<file path="config.mk">
export PLATFORM = sky130hd
export DESIGN_NAME = boot_keyboard_report_diff
export DESIGN_NICKNAME = d
export VERILOG_FILES = /design/src/rtl/bkrd_pkg.sv /design/src/rtl/bkrd_diff.sv /design/src/rtl/bkrd_emit.sv /design/src/rtl/boot_keyboard_report_diff.sv
export SDC_FILE = /design/constraint.sdc
export NUM_CORES = 1
export LEC_CHECK = 0
export BUFFER_PORTS_ARGS = -buffer_cell sky130_fd_sc_hd__buf_2
export CAP_MARGIN = 20
export CORE_MARGIN = 10
export CORE_UTILIZATION = 30
export DETAILED_ROUTE_END_ITERATION = 7
export PLACE_DENSITY_LB_ADDON = 0.15
export SLEW_MARGIN = 10
export SYNTH_ARGS = -nofsm -noshare
export SYNTH_HDL_FRONTEND = slang
export SYNTH_SLANG_ARGS = --single-unit
</file>
<file path="constraint.sdc">
create_clock -name clk -period 16.3 [get_ports clk]
set_input_delay 0.815 -clock clk [delete_from_list [all_inputs] [get_ports clk]]
set_output_delay 0.815 -clock clk [all_outputs]
set_load 0.05 [all_outputs]
</file>
<file path="src/rtl/bkrd_pkg.sv">
// ----------------------------------------------------------------------------
// bkrd_pkg - shared types and constants of the keyboard report differ
// Report layout, register codes, event batch type and the usage mapping.
// ----------------------------------------------------------------------------
`default_nettype none

package bkrd_pkg;

	localparam int MAX_SLOTS   = 6;
	localparam int USAGE_W     = 8;
	localparam int LEN_W       = 4;
	localparam int EVENT_MAX   = 2 * MAX_SLOTS;
	localparam int IN_FIELD_W  = LEN_W + MAX_SLOTS * USAGE_W;
	localparam int IN_TDATA_W  = ((IN_FIELD_W + 7) / 8) * 8;
	localparam int OUT_TDATA_W = 2 * USAGE_W;
	localparam int CFG_INDEX_W = 1;
	localparam int CFG_DATA_W  = 8;

	localparam logic [LEN_W-1:0]   FULL_REPORT_BYTES  = 4'd8;
	localparam logic [USAGE_W-1:0] USAGE_LETTER_FIRST = 8'h04;
	localparam logic [USAGE_W-1:0] USAGE_LETTER_LAST  = 8'h1D;

	typedef enum logic [CFG_INDEX_W-1:0] {
		REG_LETTER_BASE  = 1'b0,
		REG_UNKNOWN_CODE = 1'b1
	} cfg_reg_t;

	typedef logic [USAGE_W-1:0] usage_t;

	// bits 0..MAX_SLOTS-1: key-down per new slot, the rest: key-up per old slot
	typedef struct packed {
		logic [EVENT_MAX-1:0]   mask;
		usage_t [EVENT_MAX-1:0] usage;
	} batch_t;

	typedef struct packed {
		usage_t letter_base;
		usage_t unknown_code;
	} cfg_t;

	function automatic usage_t map_usage(input usage_t usage, input cfg_t cfg);
		usage_t offset;
		offset = usage - USAGE_LETTER_FIRST;
		if (usage >= USAGE_LETTER_FIRST && usage <= USAGE_LETTER_LAST) begin
			return cfg.letter_base + offset;
		end
		return cfg.unknown_code;
	endfunction

endpackage

`default_nettype wire

</file>
<file path="src/rtl/bkrd_diff.sv">
// ----------------------------------------------------------------------------
// bkrd_diff - set difference of two keycode reports
// Flags new slots absent from the old set and old keys absent from the new.
// ----------------------------------------------------------------------------
`default_nettype none

module bkrd_diff
	import bkrd_pkg::*;
#(
	parameter int KEY_SLOTS = MAX_SLOTS
) (
	input  usage_t [MAX_SLOTS-1:0] slots,
	input  usage_t [KEY_SLOTS-1:0] prev,
	output batch_t                 batch
);

	always_comb begin
		usage_t [MAX_SLOTS-1:0] now;
		logic hit;
		batch = '0;
		for (int i = 0; i < MAX_SLOTS; i++) begin
			now[i] = (i < KEY_SLOTS) ? slots[i] : '0;
		end
		// key-down: nonzero new slot not held before
		for (int i = 0; i < MAX_SLOTS; i++) begin
			hit = 1'b0;
			for (int j = 0; j < KEY_SLOTS; j++) begin
				if (prev[j] == now[i]) hit = 1'b1;
			end
			batch.mask[i]  = (now[i] != '0) && !hit;
			batch.usage[i] = now[i];
		end
		// key-up: nonzero old key missing from the new report
		for (int i = 0; i < KEY_SLOTS; i++) begin
			hit = 1'b0;
			for (int j = 0; j < MAX_SLOTS; j++) begin
				if (now[j] == prev[i]) hit = 1'b1;
			end
			batch.mask[MAX_SLOTS+i]  = (prev[i] != '0) && !hit;
			batch.usage[MAX_SLOTS+i] = prev[i];
		end
	end

endmodule

`default_nettype wire

</file>
<file path="src/rtl/bkrd_emit.sv">
// ----------------------------------------------------------------------------
// bkrd_emit - event sequencer and output register
// Holds one batch of pending events and sends them out one item per cycle while the receiver is ready.
// ----------------------------------------------------------------------------
`default_nettype none

module bkrd_emit
	import bkrd_pkg::*;
(
	input  logic                   clk,
	input  logic                   arst_n,
	input  cfg_t                   cfg,
	input  logic                   bat_valid,
	input  batch_t                 bat,
	output logic                   bat_ready,
	output logic                   m_tvalid,
	input  logic                   m_tready,
	output logic [OUT_TDATA_W-1:0] m_tdata,   // key_index [7:0], raw_usage [15:8]
	output logic                   m_tlast,   // last_of_run
	output logic                   m_tuser    // pressed
);

	logic [EVENT_MAX-1:0]   mask_q;
	usage_t [EVENT_MAX-1:0] usage_q;
	logic                   out_valid_q;
	usage_t                 key_index_q;
	usage_t                 raw_usage_q;
	logic                   pressed_q;
	logic                   last_q;

	logic [EVENT_MAX-1:0] pick;
	logic [EVENT_MAX-1:0] rest;
	usage_t               sel_usage;
	logic                 has_ev;
	logic                 is_last;
	logic                 load_out;
	logic                 take;

	always_comb begin
		pick      = mask_q & (~mask_q + 1'b1);
		rest      = mask_q & ~pick;
		sel_usage = '0;
		for (int i = 0; i < EVENT_MAX; i++) begin
			sel_usage = sel_usage | (pick[i] ? usage_q[i] : '0);
		end
		has_ev    = |mask_q;
		is_last   = (rest == '0);
		load_out  = has_ev && (!out_valid_q || m_tready);
		bat_ready = !has_ev || (load_out && is_last);
		take      = bat_valid && bat_ready;
	end

	always_ff @(posedge clk or negedge arst_n) begin
		if (!arst_n) begin
			mask_q <= '0;
		end else if (take) begin
			mask_q <= bat.mask;
		end else if (load_out) begin
			mask_q <= rest;
		end
	end

	always_ff @(posedge clk) begin
		if (take) begin
			usage_q <= bat.usage;
		end
	end

	always_ff @(posedge clk or negedge arst_n) begin
		if (!arst_n) begin
			out_valid_q <= 1'b0;
		end else if (load_out) begin
			out_valid_q <= 1'b1;
		end else if (m_tready) begin
			out_valid_q <= 1'b0;
		end
	end

	always_ff @(posedge clk) begin
		if (load_out) begin
			key_index_q <= map_usage(sel_usage, cfg);
			raw_usage_q <= sel_usage;
			pressed_q   <= |pick[MAX_SLOTS-1:0];
			last_q      <= is_last;
		end
	end

	assign m_tvalid = out_valid_q;
	assign m_tdata  = {raw_usage_q, key_index_q};
	assign m_tlast  = last_q;
	assign m_tuser  = pressed_q;

	// pending events only drain unless a fresh batch is taken
	a_mask_drains: assert property (@(posedge clk) disable iff (!arst_n)
		!take |=> (mask_q & ~$past(mask_q)) == '0)
		else $error("pending event appeared without a batch");

	// sending the final event of a batch empties the sequencer
	a_last_empties: assert property (@(posedge clk) disable iff (!arst_n)
		load_out && is_last && !take |=> mask_q == '0)
		else $error("events left after the final one was sent");

endmodule

`default_nettype wire

</file>
<file path="src/rtl/boot_keyboard_report_diff.sv">
// ----------------------------------------------------------------------------
// boot_keyboard_report_diff - boot keyboard report to key event converter
// Compares each full report with the previous one and streams key events.
// ----------------------------------------------------------------------------
// A report item is taken into an input register; reports shorter than eight
// bytes are dropped there and change nothing. A full report is compared with
// the stored previous key set in a single combinational pass, and its events
// (key-down for new slots in slot order, then key-up for released keys in slot
// order, duplicates kept) are handed as one batch to the sequencer, which
// sends one event per cycle while the receiver is ready, through an output
// register; the final event of a report carries tlast. A report with n events
// (0 to 12) occupies the sequencer until all n are sent, and a new report may
// enter every cycle while the sequencer is free, so the single output port
// sets the throughput. Letter usages 0x04 to 0x1D map to letter_base plus
// offset (modulo 256); every other usage maps to unknown_code. Write the two
// registers only while no events are pending.
`default_nettype none

module boot_keyboard_report_diff
	import bkrd_pkg::*;
#(
	parameter int KEY_SLOTS = MAX_SLOTS
) (
	input  logic                   clk,
	input  logic                   arst_n,
	// report_length [3:0], key_slot_0 [11:4] .. key_slot_5 [51:44]
	input  logic                   s_tvalid,
	output logic                   s_tready,
	input  logic [IN_TDATA_W-1:0]  s_tdata,
	// key_index [7:0], raw_usage [15:8]
	output logic                   m_tvalid,
	input  logic                   m_tready,
	output logic [OUT_TDATA_W-1:0] m_tdata,
	output logic                   m_tlast,   // last_of_run
	output logic                   m_tuser,   // pressed
	input  logic                   cfg_we,
	input  logic [CFG_INDEX_W-1:0] cfg_index,
	input  logic [CFG_DATA_W-1:0]  cfg_data
);

	cfg_t                   cfg_q;
	usage_t [KEY_SLOTS-1:0] prev_q;

	logic                   valid_s1;
	logic [LEN_W-1:0]       len_s1;
	usage_t [MAX_SLOTS-1:0] slots_s1;

	batch_t batch;
	logic   full_s1;
	logic   bat_valid;
	logic   bat_ready;
	logic   consume;

	// configuration registers
	always_ff @(posedge clk or negedge arst_n) begin
		if (!arst_n) begin
			cfg_q.letter_base  <= 8'd0;
			cfg_q.unknown_code <= 8'd255;
		end else if (cfg_we) begin
			case (cfg_reg_t'(cfg_index))
				REG_LETTER_BASE:  cfg_q.letter_base  <= cfg_data;
				REG_UNKNOWN_CODE: cfg_q.unknown_code <= cfg_data;
				default: ;
			endcase
		end
	end

	// input register: accept whenever it is empty or drains this cycle
	assign s_tready = !valid_s1 || consume;

	always_ff @(posedge clk or negedge arst_n) begin
		if (!arst_n) begin
			valid_s1 <= 1'b0;
		end else if (s_tready) begin
			valid_s1 <= s_tvalid;
		end
	end

	always_ff @(posedge clk) begin
		if (s_tvalid && s_tready) begin
			len_s1 <= s_tdata[LEN_W-1:0];
			for (int i = 0; i < MAX_SLOTS; i++) begin
				slots_s1[i] <= s_tdata[LEN_W + USAGE_W*i +: USAGE_W];
			end
		end
	end

	bkrd_diff #(
		.KEY_SLOTS (KEY_SLOTS)
	) u_diff (
		.slots (slots_s1),
		.prev  (prev_q),
		.batch (batch)
	);

	// short reports and reports with no change never wait for the sequencer
	assign full_s1   = (len_s1 >= FULL_REPORT_BYTES);
	assign bat_valid = valid_s1 && full_s1 && (|batch.mask);
	assign consume   = valid_s1 && (!bat_valid || bat_ready);

	// advance the previous key set on every full report that leaves stage one
	always_ff @(posedge clk or negedge arst_n) begin
		if (!arst_n) begin
			prev_q <= '0;
		end else if (consume && full_s1) begin
			for (int i = 0; i < KEY_SLOTS; i++) begin
				prev_q[i] <= slots_s1[i];
			end
		end
	end

	bkrd_emit u_emit (
		.clk       (clk),
		.arst_n    (arst_n),
		.cfg       (cfg_q),
		.bat_valid (bat_valid),
		.bat       (batch),
		.bat_ready (bat_ready),
		.m_tvalid  (m_tvalid),
		.m_tready  (m_tready),
		.m_tdata   (m_tdata),
		.m_tlast   (m_tlast),
		.m_tuser   (m_tuser)
	);

	// the key set moves only when a report leaves the input register
	a_prev_hold: assert property (@(posedge clk) disable iff (!arst_n)
		!consume |=> $stable(prev_q))
		else $error("previous key set changed without a report");

endmodule

`default_nettype wire

</file>
==> reports/results.txt <==
The flow ran to the end, and the final reports show no timing, DRC or antenna violations. Die area: 59100 um2. Setup repair after global routing left no endpoint under its margin. The synthesized netlist cell count was 1431; the maximum achievable frequency was 0.196 GHz.

The area growth from synthesis to layout was 11.6%. Along the worst path, the maximum fanout reaches 50. Maximum level of the CTS H-tree: 1.

After clock tree synthesis, the repair step resized 0 gates. After synthesis the cells add up to 14900 um2. The post-CTS setup repair buffer count was 0; the met2 routed wirelength was 25800 um. Across the VDD grid, the largest voltage drop is 0.135 mV. The total via count after detailed routing came out at 11.7k. TritonCTS built the clock tree. The maximum buffer depth of the clock tree was 3; the post-synthesis async set-or-reset flop share was 0.324. The power per cell area is 185 nW/um2. In this run the critical register-to-register path is launched from u_emit.mask_q[1]$_DFFE_PN0P_. Together, buffers and inverters on the worst path number 2.

The largest total area in the synthesized netlist belongs to edfxtp_1. Clock-pin transition on the worst setup and hold timing paths: 70 ps. The tools report the total routed wire length on the met1 layer as 25100 um. The kind of path behind the tightest hold check is primary input to asynchronous set/reset pin. The number of rows in the core area came out at 81. The first routing iteration left 1254 violations. Placed cell area: 15700 um2. The run gives 0.185 as the aggregate global-route resource usage.

The run gives 59 as the number of unique standard cell types used by synthesis. Buffers placed on the I/O ports in this run total 82. The number of antenna diodes in the final layout is 0. After routing the design area is 16700 um2. The biggest cell delay along the critical path is 850 ps.

The run gives 0 as the residual overflow from global routing. Buffers inserted to repair hold after CTS numbered 0. The post-detailed-routing wire length came out at 56200 um. In this run, synthesis inferred 163 flip-flops with an integrated enable.

Entering global routing, the biggest net connects 55 pins. Worst max-slew margin expressed relative to the limit: 0.265. The mean number of vias per cell is 5.66. For the final database, setup skew stands at 18.2 ps. Counting every sink on the clock net gives 241. Summed over all nets, the half-perimeter wirelength after detailed placement is 35900 um. Pin placement for this block handled 90 I/O pins. The analysis attributes to cell leakage a power of 5.25 nW.

The ratio of cells with drive above 1 in the final layout was 0.148. Fraction of the yosys area taken by sequential cells: 0.459. STA classifies the critical path endpoint as an output port.

Ranked by total cell area, the synthesized netlist is headed by edfxtp_1, xnor2_1, dfrtp_1, nand4_1, xor2_1. The later pin in the worst-skew pair is clocked with a latency of 580 ps. The critical path starts at prev_q[21]$_DFFE_PN0P_.

After detailed routing, the average wire length per cell comes to 27.1 um. The tools report the final hold violation count as 0. The chip height is 243 um.

In the routed design, unresolved DRC markers number 0. The final max-slew violation count was 0; the number of flip-flops and latches in the synthesized netlist was 241. The fraction of post-synthesis cell area in the top cell type by area came out at 0.328. Routability-driven placement finished with a final weighted congestion of 0.866.

The mean instance size in the synthesized netlist was 10.4 um2. The number of iterations in the first detailed-routing pass is 6, and the width of the die is 243 um. The run gives 0.305 as the initial core utilization.

The dominant synthesized flop cell was edfxtp_1. The highest metal layer carrying signal wires in the routed design is met4. Most prevalent standard cell on the critical path: nand3_1. The number of maximum-capacitance violations is 0, and the count of antenna-violating nets left after detailed routing is 0. The core region is 49100 um2. For the first-pass GRT wire length, the log shows 83000 um. Total of warnings raised by yosys: 0. The worst setup path is launched from a flip-flop. Traced cell by cell, the critical path runs through xor2_1, nor4_1, nand2_1, and4b_1, nand4_1, and4_2, buf_4, nand3_1, nand3_1, buf_2. The final layout contains 1471 nets.

The tools report the number of global-route vias before repair as 11.6k. The fraction of the cycle the final worst path needs was 0.314. TritonCTS created 29 clock buffers.

The final period demand of the worst path works out to 5110 ps. For the number of antenna violations at the first check in global routing, the log shows 0. The root buffer cell chosen for the clock tree is clkbuf_16. Summed over all nets, wire length on met3 after detailed routing comes to 3890 um. The worst setup path is of the flip-flop to output port kind.

The number of nets in the synthesized netlist is 1515. Setup violations remaining at the end of the flow were counted as 0. The logs give 0 ps for the setup TNS and 3.08 mW for the overall power consumption.

The slowest cell on the critical path is dfrtp_1. The arrival time at the worst endpoint is 4300 ps, and the worst-margin pin slew is 1090 ps. In this design, the largest share of critical-path delay is due to simple AND/OR/NAND/NOR gates.

The run gives 15490 ps as the data required time at the worst endpoint.
[through the flow]
stage	utilization	hold WS, ps	std cells	setup slack, ps
2_1_floorplan	-	423	1431	8510
3_3_place_gp	0.320	501	2019	11210
3_5_place_dp	0.320	508	2020	11250
4_1_cts	0.340	269	2074	11160
5_1_grt	0.340	283	2074	10930
6_report	0.340	256	2074	11190
[worst paths after layout]
| check | end | slack (ps) | depth (start not counted) |
|---|---|---|---|
| setup / recovery | s_tready | 11190 | 10 |
| hold / removal | cfg_q[11]$_DFFE_PN0P_ | 260 | 1 |
| setup reg to reg | u_emit.usage_q[2]$_DFFE_PP_ | 11250 | 9 |
| hold reg to reg | cfg_q[9]$_DFFE_PN0P_ | 520 | 1 |
| max in group asynchronous | cfg_q[13]$_DFFE_PN0P_ | 14950 | 2 |
| min in group clk | slots_s1[0]$_DFFE_PP_ | 400 | 1 |
[report_power, final]
part	total [mW]	switching, mW	leakage, nW	internal (mW)
sequential	1.05	0.235	2.17	0.810
combinational	1.37	0.836	2.62	0.537
clock	0.659	0.274	0.466	0.385
[cells in the mapped netlist, types with 12 or more instances]
library cell and count:
xor2_1 74, a21oi_1 20, nor2_1 38, ha_1 13, inv_1 23, a221oi_2 20, xnor2_1 221, mux2_2 19
o21ai_0 47, clkbuf_1 132, a221oi_1 43, nand3_1 55, dfrtp_1 70, buf_1 33, and2_1 50, nor2b_1 12
nand2_1 41, o211ai_1 49, nand4_1 108, and3_1 48, a22oi_1 22, nor3_1 14, nor4_1 47, edfxtp_1 163
[state kept, by name, indices dropped and copies added, names as in the netlist]
signal,count
cfg_q,16
len_s1,1
prev_q,48
slots_s1,48
u_emit.key_index_q,8
u_emit.m_tlast,1
u_emit.m_tuser,1
u_emit.m_tvalid,1
u_emit.mask_q,12
u_emit.raw_usage_q,8
u_emit.usage_q,96
valid_s1,1
[kinds of logic after synthesis]
| logic type | count (synthesis) | synth area share |
|---|---|---|
| adders and majority gates | 15 | 0.0129 |
| AOI/OAI and AO/OA | 228 | 0.121 |
| buffers and inverters | 200 | 0.0521 |
| and+or+nand+nor | 433 | 0.168 |
| muxes | 19 | 0.0143 |
| DFF | 241 | 0.459 |
| xor gates and xnor gates | 295 | 0.173 |
[worst reg2reg max path: cells and delay by family, from the launching register on]
family	cells	cell delay (ps)
AOI/OAI and AO/OA	4	790
buffers and inverters	2	1340
and+or+nand+nor	3	1880
DFF	1	650
[layout by cell type (no fill, tap or decap), types with 22 or more instances in the layout]
cell type and n:
o211ai_1 49, nand2_1 40, dfrtp_1 70, edfxtp_1 163, a22oi_1 22, buf_2 81
nor2_1 38, nor4_1 47, xor2_1 74, and3_1 48, nand3_1 55, and2_1 50
inv_1 23, clkbuf_16 29, nand4_1 108, o21ai_0 47, a221oi_1 43, xnor2_1 221
[routing by layer]
layer  vias up  global-route usage
li1       5190                   -
met1      5940               0.256
met2       520               0.293
met3        93              0.0290
met4         0              0.0509
met5         -                   0
[cell type report]
class | instances | area, um2
clock buffers | 43 | 828
clock inverters | 11 | 128
fillers | 4991 | 32400
inverters | 23 | 86.3
multi-input cells | 990 | 7350
flip-flops and latches | 241 | 6860
well taps | 664 | 831
repair buffers | 102 | 583
(Power assumes the default switching activity.)
